===== src/sv/bif_pkg.sv =====
package bif_pkg;

    // frame geometry limits
    localparam logic [10:0] MAX_WIDTH   = 11'd1024;
    localparam logic [12:0] MAX_HEIGHT  = 13'd4096;
    localparam logic [1:0]  MAX_RADIUS  = 2'd3;
    localparam int          COL_W       = 10;
    localparam int          LINE_W      = 3;
    localparam int          STORE_DEPTH = 8 * 1024;
    localparam int          ADDR_W      = LINE_W + COL_W;

    // configuration register indexes
    localparam int          CFG_IDX_W        = 2;
    localparam logic [1:0]  REG_FRAME_WIDTH  = 2'd0;
    localparam logic [1:0]  REG_FRAME_HEIGHT = 2'd1;
    localparam logic [1:0]  REG_RADIUS       = 2'd2;

    // input item kinds
    localparam logic ACT_PIXEL = 1'b0;
    localparam logic ACT_FLUSH = 1'b1;

    // weight table construction
    localparam int SIGMA_SPATIAL = 3;
    localparam int SIGMA_RANGE   = 30;
    localparam int SP_SIZE       = 2 * 3 * 3 + 1;
    localparam longint unsigned SP_DEN    = 2 * SIGMA_SPATIAL * SIGMA_SPATIAL;
    localparam longint unsigned RG_DEN    = 2 * SIGMA_RANGE * SIGMA_RANGE;
    localparam logic [63:0]     Q32_ONE   = 64'h1_0000_0000;
    localparam logic [63:0]     INV_E_Q32 = 64'h5E2D_58D9;

    typedef enum logic [3:0] {
        ST_IDLE,
        ST_PREP,
        ST_POS,
        ST_DIV,
        ST_WRITE,
        ST_CENTRE,
        ST_TAPS,
        ST_DRAIN,
        ST_NORM,
        ST_DONE
    } state_t;

    typedef struct packed {
        logic       clear;
        logic       acc;
        logic       step;
        logic [2:0] bit_sel;
    } lane_ctl_t;

    typedef logic [15:0] sp_rom_t [SP_SIZE];
    typedef logic [15:0] rg_rom_t [256];

    // 65536*exp(-(k + f/2^32)), Q16, k integer part, f Q32 fraction
    function automatic logic [15:0] exp_q16(input logic [63:0] k, input logic [63:0] f);
        logic [63:0] t;
        logic [63:0] s;
        logic [63:0] g;
        logic [63:0] v;
        logic [63:0] r;
        t = Q32_ONE;
        s = Q32_ONE;
        g = Q32_ONE;
        t = ((t * f) >> 32) / 1;  s = s - t;
        t = ((t * f) >> 32) / 2;  s = s + t;
        t = ((t * f) >> 32) / 3;  s = s - t;
        t = ((t * f) >> 32) / 4;  s = s + t;
        t = ((t * f) >> 32) / 5;  s = s - t;
        t = ((t * f) >> 32) / 6;  s = s + t;
        t = ((t * f) >> 32) / 7;  s = s - t;
        t = ((t * f) >> 32) / 8;  s = s + t;
        t = ((t * f) >> 32) / 9;  s = s - t;
        t = ((t * f) >> 32) / 10; s = s + t;
        t = ((t * f) >> 32) / 11; s = s - t;
        t = ((t * f) >> 32) / 12; s = s + t;
        t = ((t * f) >> 32) / 13; s = s - t;
        t = ((t * f) >> 32) / 14; s = s + t;
        t = ((t * f) >> 32) / 15; s = s - t;
        t = ((t * f) >> 32) / 16; s = s + t;
        for (int n = 0; n < 64; n++) begin
            if (64'(n) < k && g != 64'd0) begin
                g = (g * INV_E_Q32) >> 32;
            end
        end
        v = (g == Q32_ONE) ? s : ((g * s) >> 32);
        r = (v + 64'd32768) >> 16;
        return (r > 64'd65535) ? 16'hFFFF : r[15:0];
    endfunction

    function automatic sp_rom_t build_sp();
        sp_rom_t     rom;
        logic [63:0] a;
        for (int i = 0; i < SP_SIZE; i++) begin
            a = 64'(i);
            rom[i] = exp_q16(a / SP_DEN, ((a % SP_DEN) << 32) / SP_DEN);
        end
        return rom;
    endfunction

    function automatic rg_rom_t build_rg();
        rg_rom_t     rom;
        logic [63:0] a;
        for (int i = 0; i < 256; i++) begin
            a = 64'(i * i);
            rom[i] = exp_q16(a / RG_DEN, ((a % RG_DEN) << 32) / RG_DEN);
        end
        return rom;
    endfunction

    localparam sp_rom_t SP_ROM = build_sp();
    localparam rg_rom_t RG_ROM = build_rg();

endpackage


===== src/sv/bif_lane.sv =====
module bif_lane (
    input  logic               clk,
    input  logic               rst_n,
    input  bif_pkg::lane_ctl_t ctl,
    input  logic [15:0]        sw,
    input  logic [7:0]         a,
    input  logic [7:0]         b,
    output logic [7:0]         result
);
    import bif_pkg::*;

    logic        v1_reg;
    logic        v2_reg;
    logic [15:0] rg1_reg;
    logic [15:0] sw1_reg;
    logic [7:0]  a1_reg;
    logic [7:0]  a2_reg;
    logic [31:0] w2_reg;
    logic [45:0] num_reg;
    logic [37:0] den_reg;
    logic [7:0]  quo_reg;
    logic [7:0]  diff;
    logic [45:0] dsh;

    assign diff = (a > b) ? (a - b) : (b - a);
    assign dsh  = {8'b0, den_reg} << ctl.bit_sel;

    always_ff @(posedge clk or negedge rst_n)
    begin
        if (!rst_n)
        begin
            v1_reg <= 1'b0;
            v2_reg <= 1'b0;
        end
        else
        begin
            v1_reg <= ctl.acc;
            v2_reg <= v1_reg;
        end
    end

    // lookup, weight product, accumulate, normalizing division step
    always_ff @(posedge clk)
    begin
        rg1_reg <= RG_ROM[diff];
        sw1_reg <= sw;
        a1_reg  <= a;
        w2_reg  <= {16'b0, sw1_reg} * {16'b0, rg1_reg};
        a2_reg  <= a1_reg;
        if (ctl.clear)
        begin
            num_reg <= 46'd0;
            den_reg <= 38'd0;
            quo_reg <= 8'd0;
        end
        else if (v2_reg)
        begin
            num_reg <= num_reg + 46'({8'b0, w2_reg} * {32'b0, a2_reg});
            den_reg <= den_reg + 38'(w2_reg);
        end
        else if (ctl.step)
        begin
            // quotient never exceeds 255: weighted mean of 8-bit values
            if (num_reg >= dsh)
            begin
                num_reg              <= num_reg - dsh;
                quo_reg[ctl.bit_sel] <= 1'b1;
            end
        end
    end

    assign result = (den_reg == 38'd0) ? b : quo_reg;

endmodule


===== config.mk =====
export PLATFORM = sky130hd
export DESIGN_NAME = bif_lane
export DESIGN_NICKNAME = d
export VERILOG_FILES = /design/src/sv/bif_pkg.sv /design/src/sv/bif_lane.sv
export SDC_FILE = /design/constraint.sdc
export NUM_CORES = 2
export LEC_CHECK = 0
export ABC_AREA = 1
export CORE_UTILIZATION = 43
export DETAILED_ROUTE_END_ITERATION = 10
export DONT_BUFFER_PORTS = 1
export PLACE_DENSITY = 0.57
export SLEW_MARGIN = 0
export SYNTH_ARGS = -nofsm -noshare
export SYNTH_HDL_FRONTEND = slang
export SYNTH_SLANG_ARGS = --single-unit

===== constraint.sdc =====
create_clock -name clk -period 10.2 [get_ports clk]
set_input_delay 0.51 -clock clk [delete_from_list [all_inputs] [get_ports clk]]
set_output_delay 0.51 -clock clk [all_outputs]
set_load 0.05 [all_outputs]

==> impl_results.md <==
* Most frequent cells in the layout: 1514 x nand2_1, 1177 x inv_1, 416 x fa_1
* Net count after synthesis at around 6100
* Req. time, crit path at 10.56 ns
* Clock Path Buffers at 2
* Worst r2r src: sw1_reg[9]
* Gates resized, CTS repair at 0
* Commonest non-fill, non-tap cell in the layout: nand2_1
* Max reg flops at 46
* Slew Viols, Final at 0
* Hpwl dp at 96270 um
* Drt initial violations at 2485
* Row count at roughly 100
* Die span in y at 285.1 um
* N_diodes at 0
* CP Data Arrival Time at about 6.2 ns
* Die Area at 0.08128 mm^2
* Sequential share of the synthesized area at 0.1014
* Post-Syn Instances at 5334
* Number of antenna violations at the first check in global routing at 0
* Routed len/inst at between 15 and 20 um
* Tcrit/Tclk final at 0.5737
* Horiz. Die Dim at 285.1 um
* Endpoints failing setup at 0
* CP Cell Sequence: nand2_1 > fa_1 > inv_1 > fa_1 > fa_1 > fa_1 > fa_1 > inv_1 > fa_1 > inv_1 > ha_1 > nand2_1 > nor2_1 > inv_1 > nor3_1 > nand3_1 > nand3_1 > xor2_1
* Period minus WS final at a little under 6 ns
* DRT Wirelength at 118000 um
* Total negative slack at 0 ns
* Synth warnings at 0
* Achievable clock frequency at 170.9 MHz
* Via count at 32580
* Crit. Startpoint: sw1_reg[9]
* Crit path top cell by count: fa_1
* Critical Path End Type: flip-flop
* Unrepaired setup endpoints after global routing: no
* ANT nets after route at 0
* Vias/cell at 5.223
* Status: completed
* Netlist cell types at 55
* Synth Register Bits at approximately 170
* Max FO, Critical Path at 16
* First-pass GRT wire length at 185500 um
* Number of flops mapped to enable cells by yosys at 0
* Slew margin rel. at 0.2846
* Final #Nets at approximately 5900
* TritonCTS buffer count at 17
* Top FF cell, synth: dfxtp_1
* Crit path max-delay family: adder cells
* Max_cap viols at 0
* I/O Pins at 48
* Clk sink count at around 170
* GRT overflow at 0
* Clock Skew at between 0.02 and 0.025 ns
* Largest net degree at the start of global routing at 79
* Worst-Margin Slew at 1.073 ns
* Root Driver: clkbuf_16
* Worst stage delay on the critical path at 0.87 ns
* Asr flop ratio synth at 0.01149
* Hold path start: sw[6]
* Crit path launch type: flip-flop
* Overall global routing resource usage at 0.2943
* Final hold vios at 0
* GP Congestion at between 0.9 and 1
* DRC viols at 0
* Port buffer count at 0
* HP Class: input port to flip-flop
* Vias in the first global route at 32410
* CTS tree: done
* Mean area per synthesized cell at 6.461 um^2
* H-tree depth at 4
* Initial core utilization at 0.4355
* CORE AREA at 0.07913 mm^2
* Crit-path slowest cell: dfxtp_1
* Skew-Pair Late Insertion Delay at 0.52 ns
* Crit Path Category: flip-flop to flip-flop
* Synth Cell Area at 0.03446 mm^2
* Clock transition at the registers of the reported paths at 0.08 ns
* Critical path buffers and inverters at 4
* Share of post-route cells with drive strength above 1 at 0.01793
* Drt pass-1 iters at 6
* Area growth syn-to-layout at 3.674%
-- synth_stat cells (all sizes together), types with 2 or more instances --
cell / count / area (um^2)
nand2: 1531 / 5829
inv: 1184 / 4447
fa: 416 / 8328
nor2: 374 / 1431
o21ai: 329 / 1654
a21oi: 275 / 1380
ha: 274 / 3428
nand3: 267 / 1346
dfxtp: 172 / 3443
clkbuf: 165 / 649.4
xor2: 60 / 525.5
buf: 44 / 270.3
nand4: 41 / 271.5
nor3: 31 / 160.1
a31oi: 21 / 131.4
nand3b: 20 / 150.1
o21a: 18 / 135.1
nor4: 16 / 100.1
o21bai: 16 / 120.1
xnor2: 16 / 140.1
a21o: 12 / 90.09
o211ai: 8 / 60.06
a21boi: 7 / 52.55
mux2i: 7 / 70.07
or2: 6 / 37.54
o2111ai: 4 / 35.03
and2: 3 / 18.77
and3: 2 / 12.51
clkinv: 2 / 7.510
dfrtp: 2 / 50.05
o221ai: 2 / 17.52
o22ai: 2 / 12.51
-- cell type report --
type                    count  area [um^2]
fillers                  8538        43400
well taps                1050         1314
clock buffers              18        439.2
flip-flops and latches    174         3496
multi-input cells        3765        25600
repair buffers             30        262.8
clock inverters            14        160.2
inverters                1186         4454
-- metrics by stage --
| stage | area (um^2) | std cells | worst slack, ns | hold slack [ns] | util |
|---|---|---|---|---|---|
| 5_1_grt | 35730 | 6237 | 4.049 | 0.009120 | 0.4515 |
| 3_5_place_dp | 34980 | 6190 | 4.384 | 0.2145 | 0.4420 |
| 4_1_cts | 35730 | 6237 | 4.368 | 0.0001570 | 0.4515 |
| 2_1_floorplan | 34460 | 5334 | 4.799 | 0.2144 | - |
| 3_3_place_gp | 34980 | 6190 | 4.413 | 0.2144 | 0.4420 |
| 6_report | 35730 | 6237 | 4.348 | 0.02396 | 0.4515 |
-- cell families (layout without fill, tap and decap cells) --
kind of cell    after synthesis  count (layout)  share of synthesized area
buf+inv                    1395            1248                     0.1559
fa+ha+maj                   690             690                     0.3411
flops                       174             174                     0.1014
compound gates              700             700                     0.1084
simple gates               2292            2292                     0.2718
xor+xnor                     76              76                    0.01932
mux                           7               7                   0.002033
-- path summary, 6_finish.rpt --
path	to	slack [ns]	depth (start not counted)
worst max-delay path	w2_reg[25]	4.35	18
worst min-delay path	sw1_reg[6]	0.02	0
worst max register to register	w2_reg[25]	4.35	18
worst min register to register	a2_reg[1]	0.31	0
max in group asynchronous	v2_reg	9.84	1
min in group asynchronous	v2_reg	0.23	1
-- metal layers --
| layer | routed length [um] | track usage | vias up |
|---|---|---|---|
| met3 | 6719 | 0.02984 | 189 |
| met1 | 53030 | 0.4011 | 15490 |
| met2 | 54250 | 0.4835 | 1051 |
| li1 | - | - | 15850 |
| met5 | 0 | 0 | - |
| met4 | 3987 | 0.1053 | 0 |
-- timing repair --
action | in CTS | in global routing
setup buffers | 0 | 0
hold buffers | 15 | 0
endpoints found under the hold margin | 16 | 0
Power is not shown: default switching activity piles up to over one toggle a cycle in this logic, so the estimate is an artifact.
