==> src/sv/bif_pkg.sv <==
package bif_pkg;

    // frame geometry limits
    localparam logic [10:0] MAX_WIDTH   = 11'd1024;
    localparam logic [12:0] MAX_HEIGHT  = 13'd4096;
    localparam logic [1:0]  MAX_RADIUS  = 2'd3;
    localparam int          COL_W       = 10;
    localparam int          LINE_W      = 3;
    localparam int          STORE_DEPTH = 8 * 1024;
    localparam int          ADDR_W      = LINE_W + COL_W;

    // configuration register indexes
    localparam int          CFG_IDX_W        = 2;
    localparam logic [1:0]  REG_FRAME_WIDTH  = 2'd0;
    localparam logic [1:0]  REG_FRAME_HEIGHT = 2'd1;
    localparam logic [1:0]  REG_RADIUS       = 2'd2;

    // input item kinds
    localparam logic ACT_PIXEL = 1'b0;
    localparam logic ACT_FLUSH = 1'b1;

    // weight table construction
    localparam int SIGMA_SPATIAL = 3;
    localparam int SIGMA_RANGE   = 30;
    localparam int SP_SIZE       = 2 * 3 * 3 + 1;
    localparam longint unsigned SP_DEN    = 2 * SIGMA_SPATIAL * SIGMA_SPATIAL;
    localparam longint unsigned RG_DEN    = 2 * SIGMA_RANGE * SIGMA_RANGE;
    localparam logic [63:0]     Q32_ONE   = 64'h1_0000_0000;
    localparam logic [63:0]     INV_E_Q32 = 64'h5E2D_58D9;

    typedef enum logic [3:0] {
        ST_IDLE,
        ST_PREP,
        ST_POS,
        ST_DIV,
        ST_WRITE,
        ST_CENTRE,
        ST_TAPS,
        ST_DRAIN,
        ST_NORM,
        ST_DONE
    } state_t;

    typedef struct packed {
        logic       clear;
        logic       acc;
        logic       step;
        logic [2:0] bit_sel;
    } lane_ctl_t;

    typedef logic [15:0] sp_rom_t [SP_SIZE];
    typedef logic [15:0] rg_rom_t [256];

    // 65536*exp(-(k + f/2^32)), Q16, k integer part, f Q32 fraction
    function automatic logic [15:0] exp_q16(input logic [63:0] k, input logic [63:0] f);
        logic [63:0] t;
        logic [63:0] s;
        logic [63:0] g;
        logic [63:0] v;
        logic [63:0] r;
        t = Q32_ONE;
        s = Q32_ONE;
        g = Q32_ONE;
        t = ((t * f) >> 32) / 1;  s = s - t;
        t = ((t * f) >> 32) / 2;  s = s + t;
        t = ((t * f) >> 32) / 3;  s = s - t;
        t = ((t * f) >> 32) / 4;  s = s + t;
        t = ((t * f) >> 32) / 5;  s = s - t;
        t = ((t * f) >> 32) / 6;  s = s + t;
        t = ((t * f) >> 32) / 7;  s = s - t;
        t = ((t * f) >> 32) / 8;  s = s + t;
        t = ((t * f) >> 32) / 9;  s = s - t;
        t = ((t * f) >> 32) / 10; s = s + t;
        t = ((t * f) >> 32) / 11; s = s - t;
        t = ((t * f) >> 32) / 12; s = s + t;
        t = ((t * f) >> 32) / 13; s = s - t;
        t = ((t * f) >> 32) / 14; s = s + t;
        t = ((t * f) >> 32) / 15; s = s - t;
        t = ((t * f) >> 32) / 16; s = s + t;
        for (int n = 0; n < 64; n++) begin
            if (64'(n) < k && g != 64'd0) begin
                g = (g * INV_E_Q32) >> 32;
            end
        end
        v = (g == Q32_ONE) ? s : ((g * s) >> 32);
        r = (v + 64'd32768) >> 16;
        return (r > 64'd65535) ? 16'hFFFF : r[15:0];
    endfunction

    function automatic sp_rom_t build_sp();
        sp_rom_t     rom;
        logic [63:0] a;
        for (int i = 0; i < SP_SIZE; i++) begin
            a = 64'(i);
            rom[i] = exp_q16(a / SP_DEN, ((a % SP_DEN) << 32) / SP_DEN);
        end
        return rom;
    endfunction

    function automatic rg_rom_t build_rg();
        rg_rom_t     rom;
        logic [63:0] a;
        for (int i = 0; i < 256; i++) begin
            a = 64'(i * i);
            rom[i] = exp_q16(a / RG_DEN, ((a % RG_DEN) << 32) / RG_DEN);
        end
        return rom;
    endfunction

    localparam sp_rom_t SP_ROM = build_sp();
    localparam rg_rom_t RG_ROM = build_rg();

endpackage

==> src/sv/bif_rowdiv.sv <==
module bif_rowdiv (
    input  logic        clk,
    input  logic        rst_n,
    input  logic        start,
    input  logic [22:0] dividend,
    input  logic [10:0] divisor,
    output logic        busy,
    output logic [12:0] quotient,
    output logic [10:0] remainder
);
    import bif_pkg::*;

    logic [22:0] rem_reg;
    logic [12:0] quo_reg;
    logic [10:0] dvs_reg;
    logic [3:0]  cnt_reg;
    logic        busy_reg;
    logic [23:0] dsh;

    // divisor aligned to the current quotient bit
    assign dsh = {13'b0, dvs_reg} << cnt_reg;

    always_ff @(posedge clk or negedge rst_n)
    begin
        if (!rst_n)
        begin
            busy_reg <= 1'b0;
            cnt_reg  <= 4'd0;
        end
        else if (start)
        begin
            busy_reg <= 1'b1;
            cnt_reg  <= 4'd12;
        end
        else if (busy_reg)
        begin
            if (cnt_reg == 4'd0)
            begin
                busy_reg <= 1'b0;
            end
            else
            begin
                cnt_reg <= cnt_reg - 4'd1;
            end
        end
    end

    always_ff @(posedge clk)
    begin
        if (start)
        begin
            rem_reg <= dividend;
            dvs_reg <= divisor;
            quo_reg <= 13'd0;
        end
        else if (busy_reg)
        begin
            if ({1'b0, rem_reg} >= dsh)
            begin
                rem_reg          <= rem_reg - dsh[22:0];
                quo_reg[cnt_reg] <= 1'b1;
            end
        end
    end

    assign busy      = busy_reg;
    assign quotient  = quo_reg;
    assign remainder = rem_reg[10:0];

endmodule

==> config.mk <==
export PLATFORM = sky130hd
export DESIGN_NAME = bif_rowdiv
export DESIGN_NICKNAME = d
export VERILOG_FILES = /design/src/sv/bif_pkg.sv /design/src/sv/bif_rowdiv.sv
export SDC_FILE = /design/constraint.sdc
export NUM_CORES = 1
export LEC_CHECK = 0
export ABC_AREA = 1
export BUFFER_PORTS_ARGS = -buffer_cell sky130_fd_sc_hd__buf_2
export CORE_MARGIN = 4
export CORE_UTILIZATION = 55
export CTS_CLUSTER_DIAMETER = 200
export DETAILED_ROUTE_END_ITERATION = 10
export GPL_ROUTABILITY_DRIVEN = 0
export PLACE_DENSITY = 0.73
export SYNTH_ARGS = -nofsm -noshare
export SYNTH_HDL_FRONTEND = slang
export SYNTH_SLANG_ARGS = --single-unit
==> constraint.sdc <==
create_clock -name clk -period 4.4 [get_ports clk]
set_input_delay 0.88 -clock clk [delete_from_list [all_inputs] [get_ports clk]]
set_output_delay 0.88 -clock clk [all_outputs]
set_load 0.005 [all_outputs]
==> flow_summary.ini, run 1 <==
[clock_network]
ctsResizeCount = 0
postCtsSetupRepairBufs = 0
cts_buffers = 5
clk_latency_ns = 0.33
path_clk_slew_ns = 0.11
cts_tree = yes
h-tree-depth = 2
cts.sink_count = 52
cts_buffer_depth = 2
ctsHoldBuffers = 0
cts_root_buf = clkbuf_8

[worst_hold_path]
min_path_type = in -> async

[final_layout]
area_delta_synth_final_pct = 8.67
largest_reg_flops = 23
fin_nets = 686
antennaDiodeCount = 0
drive_gt1_share_pct = 18.0
fillers = 719

[timing]
period_share_pct = 84.1
rsz0062_at_grt = no
worst_slack_ns = 0.698
holdWs_ns = 0.342
finalSetupViolCount = 0
tightest_slew_ns = 0.846
slew_headroom_pct = 43.6
slew_viol_final = 0
period_needed_ns = 3.70
fin_skew_ns = 0.0178
fmax_mhz = 270
timing.setup.tns_ns = 0
hold_viol = 0

[synthesis]
synth-main-ff-cell = edfxtp_1
syn_area_sq_mm = 0.00414
avgSynthCellArea_sq_um = 7.14
synth_top_family_by_area = simple AND/OR/NAND/NOR gates
async_reset_ff_share_pct = 9.62
yosysUniqueCellTypes = 40
synth_compound_area_share_pct = 14.0
ys_warn_count = 0
synth_fp_nets = 645
ys_seq_area_share_pct = 34.0
synth-simple-area-share_pct = 32.1
ys_ff_latch = 52
synth_fa_ha_area_share_pct = 8.64
synthMuxAreaShare_pct = 0.483
synth_xor_area_share_pct = 0.423
synth_edf_count = 34
netlist_instances = 580

[critical_path]
endpoint_kind = flip-flop
worstPathArrival_ns = 3.69
crit_top_cell = nand2_1
worstSetupPathType = reg -> reg
crit_path_max_incr_delay_ns = 0.56
crit_buf_inv = 4
cp-start-kind = flip-flop
cpMaxStageDelayCell = dfrtp_1
path_cells = inv_2 -> nand2_1 -> nand2_1 -> inv_1 -> nand2_1 -> o21ai_0 -> o21ai_0 -> a22oi_1 -> ha_1 -> nand2_2 -> nor2_4 -> inv_2 -> nor2_4 -> nand2_1 -> nand3_2 -> nand2_2 -> nand2_4 -> nand2_1 -> nand2_1 -> buf_4
required_ns = 4.39
critPathMaxFanout = 23
cp_top_family = simple AND/OR/NAND/NOR gates

[job]
drv_cap = 0

[die]
chipWidth_microns = 94.8
core_area_sq_mm = 0.00729
io_pins = 62
initial_core_util_pct = 56.8
die_h_microns = 94.8
dieArea_sq_mm = 0.00898
row_count = 31

[power_and_ir_drop]
cellPowerDensity_mw_per_mm2 = 716
p_leak_nw = 2.13
switching_share_pct = 51.0
netSwitchingPower_w = 0.00164
power_frac_comb_pct = 65.6
p_int_w = 0.00158
p_clk_share_pct = 8.9
power_frac_seq_pct = 25.5
vdd_drop_max_mv = 0.363

[outcome]
outcome = completed

[route]
ant_nets = 0
drt-pass1-iter-count = 6
routedWlPerCell_microns = 13.9
drt-initial-drc-count = 267
via_per_inst = 5.36
drc = 0
drt_wl_total_mm = 9.99
vias = 3866

[place]
io_buffers = 61
dp_slack_ns = 0.777
hpwl_mm = 7.75

[global_routing]
antenna_found_initial = 0
grt_pass1_wl_mm = 16.7
track_usage_pct = 23.6
grt.overflow.total = 0
grt_pass1_vias = 3646
grt_max_degree = 56
==> layout by cell type (no fill, tap or decap), types with 3 or more instances in the layout <==
cell type / synthesis / layout
nand2_1: 182 / 182
inv_1: 62 / 62
buf_2: 6 / 61
nor2_1: 38 / 38
nand3_1: 35 / 35
edfxtp_1: 34 / 34
a21oi_1: 32 / 32
o21ai_0: 32 / 32
ha_1: 27 / 27
dfxtp_1: 13 / 13
nand3_2: 11 / 11
o21ai_1: 11 / 11
a21oi_2: 9 / 9
a22oi_1: 7 / 7
inv_2: 6 / 6
or2_2: 5 / 5
nand4_1: 5 / 5
dfrtp_1: 5 / 5
clkbuf_8: 0 / 5
nand2_2: 4 / 4
o21bai_1: 4 / 4
or2_1: 4 / 4
and2_1: 3 / 3
nor2_4: 3 / 3
==> final cells by class <==
class / instances / area, sq um / share of cell area [%]
clock buffers: 5 / 68.8 / 1.53
inverters: 68 / 255 / 5.67
well taps: 99 / 124 / 2.75
repair buffers: 63 / 320 / 7.12
multi-input cells: 431 / 2310 / 51.2
clock inverters: 3 / 20.0 / 0.445
flip-flops and latches: 52 / 1410 / 31.2
==> power by group through the flow <==
stage          registers [W]  clock network [W]  logic, W
5_1_grt             0.000845           0.000315   0.00241
6_report            0.000821           0.000288   0.00211
4_1_cts             0.000821           0.000297   0.00209
3_5_place_dp        0.000831                  0   0.00208
2_1_floorplan       0.000786                  0   0.00173
3_3_place_gp        0.000832                  0   0.00203
==> synthesized netlist by cell type, types with 3 or more instances <==
cell type | count | share of area, %
clkbuf_1 | 11 | 1.0
ha_1 | 27 | 8.2
nand3_1 | 35 | 4.2
o21ai_1 | 11 | 1.3
o21ai_0 | 32 | 3.9
buf_2 | 6 | 0.73
nand2_2 | 4 | 0.60
or2_2 | 5 | 0.76
nor2_1 | 38 | 3.4
or2_1 | 4 | 0.60
nand4_1 | 5 | 0.76
a21oi_1 | 32 | 3.9
edfxtp_1 | 34 | 25
nand3_2 | 11 | 2.7
inv_1 | 62 | 5.6
a22oi_1 | 7 | 1.3
inv_2 | 6 | 0.54
buf_4 | 11 | 2.0
a21oi_2 | 9 | 1.9
and2_1 | 3 | 0.45
nor2_4 | 3 | 0.82
o21bai_1 | 4 | 0.73
dfxtp_1 | 13 | 6.3
dfrtp_1 | 5 | 3.0
nand2_1 | 182 | 16
==> per-layer routing <==
layer / share of wire [%] / track usage [%] / up-vias / wire, microns
li1: - / - / 1985 / -
met1: 44 / 30.9 / 1730 / 4430
met2: 47 / 38.6 / 131 / 4660
met3: 6.6 / 4.30 / 20 / 655
met4: 2.4 / 9.13 / 0 / 242
met5: 0 / 0 / - / 0
==> worst paths after layout <==
path | startpoint | to | slack (ns) | depth (start not counted)
max | cnt_reg[0] | rem_reg[12] | 0.70 | 20
min | rst_n | cnt_reg[3] | 0.34 | 1
max reg2reg | cnt_reg[0] | rem_reg[12] | 0.70 | 20
min reg2reg | quotient[3] | quotient[3] | 0.45 | 2
max in group asynchronous | rst_n | cnt_reg[2] | 3.91 | 1
min in group clk | quotient[3] | quotient[3] | 0.45 | 2
==> cells by family after synthesis <==
kind of cell,Yosys count
AOI/OAI and AO/OA,101
xor gates and xnor gates,2
buffers and inverters,97
adders and majority gates,28
and+or+nand+nor,298
muxes,2
DFF,52
==> metrics by stage <==
step	std cells	area, sq um	utilization, %	power, W
global placement	713	4410	60.5	0.00286
global route	721	4500	61.7	0.00356
CTS	721	4500	61.7	0.00321
floorplan	580	4140	-	0.00251
finish	721	4500	61.7	0.00322
detailed placement	713	4410	60.5	0.00291
Power figures use the tool's default switching activity.
==> run 2: changes to the inputs <==
CORE_UTILIZATION = 53   (was 55)
PLACE_DENSITY = 0.74   (was 0.73)
clock period = 2.97 ns   (was 4.4 ns; I/O delays follow)
==> run 2 against run 1 <==
Net effect:
- the flow now finishes with violations (negative setup slack)
- die area up 3.4%
- fmax grew 23%
- via count is 17% higher
- flip-flop and latch count did not move
- sequential share of layout area fell by 6.6 points
- power rose by 110%
- non-clock buffer count is 66 higher
- critical path depth shrank 4
- clock-buffer cell count is the same
- hold slack got worse by 0.27 ns
- clock power up 56%
- global-route usage increased by 1.0 points
- largest cell class unchanged
==> flow_summary.ini, run 2 (synthesis results as in run 1) <==
[outcome]
outcome = finished with violations
violations = negative setup slack

[timing]
timing.setup.tns_ns = -0.778
period_share_pct = 102
finalSetupViolCount = 26
fmax_mhz = 332
worst_slack_ns = -0.0458
rsz0062_at_grt = yes
holdWs_ns = 0.0707
slew_viol_final = 0
fin_skew_ns = 0.0148
hold_viol = 0
period_needed_ns = 3.02
slew_headroom_pct = 23.5
tightest_slew_ns = 1.15

[clock_network]
cts.sink_count = 52
cts_tree = yes
path_clk_slew_ns = 0.11
clk_latency_ns = 0.32
ctsHoldBuffers = 0
cts_root_buf = clkbuf_8
cts_buffers = 5
h-tree-depth = 2
cts_buffer_depth = 2

[route]
drt_wl_total_mm = 13.0
via_per_inst = 5.71
drt-pass1-iter-count = 5
drc = 0
ant_nets = 0
routedWlPerCell_microns = 16.5
vias = 4509
drt-initial-drc-count = 382

[global_routing]
grt_pass1_wl_mm = 18.0
grt.overflow.total = 0
grt_pass1_vias = 3993
grt_max_degree = 56
antenna_found_initial = 0
track_usage_pct = 24.6

[place]
placedCellCount = 764
hpwl_mm = 8.41
io_buffers = 61
dp_slack_ns = -0.259
placed_area_sq_mm = 0.00480

[job]
drv_cap = 0

[power_and_ir_drop]
cellPowerDensity_mw_per_mm2 = 1190
p_leak_nw = 2.58
vdd_drop_max_mv = 0.753

[critical_path]
critPathMaxFanout = 8
reg2reg_depth = 16
rr_startpoint = cnt_reg[0]
cp-start-kind = flip-flop
required_ns = 3.00
startpoint = cnt_reg[0]
worstPathArrival_ns = 3.05
endpoint_kind = flip-flop
regToRegSetupSlack_ns = -0.05
r2r_end = rem_reg[20]
worstSetupPathType = reg -> reg
crit_end = rem_reg[20]

[die]
die_h_microns = 96.4
row_count = 31
chipWidth_microns = 96.4
dieArea_sq_mm = 0.00929
core_area_sq_mm = 0.00741
initial_core_util_pct = 55.9
io_pins = 62

[final_layout]
finalNonFillerCells = 790
most-common-layout-cells = nand2_1, buf_2, buf_4, inv_1, nand2_2
final_common_cell = nand2_1
area_delta_synth_final_pct = 37.7
antennaDiodeCount = 0
largest_reg_flops = 23
final_area_sq_mm = 0.00570
fin_nets = 755
drive_gt1_share_pct = 44.3

[worst_hold_path]
min_path_type = in -> async
## run 2: cell count changes in the layout (fill, tap and decap cells not counted), moves of 15 or more
| cell | before | now |
|---|---|---|
| a21oi_1 | 32 | 13 |
| buf_4 | 2 | 59 |
| nand2_1 | 182 | 141 |
| o21ai_2 | 0 | 22 |
| a21oi_2 | 9 | 24 |
| o21ai_0 | 32 | 11 |
| nand2_2 | 4 | 38 |
## run 2: repair_timing
action | CTS | global route
gates cloned | 1 | 2
pin swaps | 1 | 57
endpoints found under the setup margin | 47 | 53
buffers inserted | 2 | 13
gates resized for setup | 22 | 156
## run 2: how the worst min path moves through the flow
stage	end	slack (ns)	cells after the start
2_1_floorplan	busy	0.30	0
3_3_place_gp	busy	0.42	1
3_5_place_dp	busy	0.42	1
4_1_cts	busy	0.06	1
5_1_grt	busy	0.06	1
6_report	busy	0.07	1
## run 2: worst max-delay path, cell delays in order, from the launching register on
cell and delay (ns):
dfrtp_2 0.46, clkinv_4 0.12, buf_6 0.14, nand2_4 0.05, nand3_1 0.09, and2_4 0.16
buf_4 0.13, a22oi_2 0.23, ha_4 0.26, a21oi_2 0.23, nand2_1 0.13, a21oi_4 0.16
nand3_2 0.11, nand2_2 0.10, nand2_4 0.08, nand2_8 0.15, nand2_8 0.10
## run 2: report_power, final
group	switching (W)	leakage, nW	internal (W)
registers	0.000162	0.500	0.00108
logic	0.00300	2.03	0.00208
clock network	0.000274	0.0506	0.000175
total	0.00344	2.58	0.00333
## run 2: layout make-up
type,count,area (sq um)
clock buffers,5,68.8
clock inverters,3,26.3
fillers,513,1710
inverters,68,269
multi-input cells,434,2950
flip-flops and latches,52,1410
well taps,99,124
repair buffers,129,858
## run 2: layer usage
metal	track usage, %	vias to the layer above	routed length, microns
met2	41.1	255	6270
li1	-	2124	-
met4	8.41	0	571
met3	3.64	60	1050
met1	32.7	2070	5160
met5	0	-	0
## run 2: stage by stage
stage / utilization [%] / power [W]
5_1_grt: 77.0 / 0.00723
2_1_floorplan: - / 0.00374
4_1_cts: 67.6 / 0.00552
6_report: 77.0 / 0.00677
3_5_place_dp: 64.9 / 0.00489
3_3_place_gp: 64.9 / 0.00477
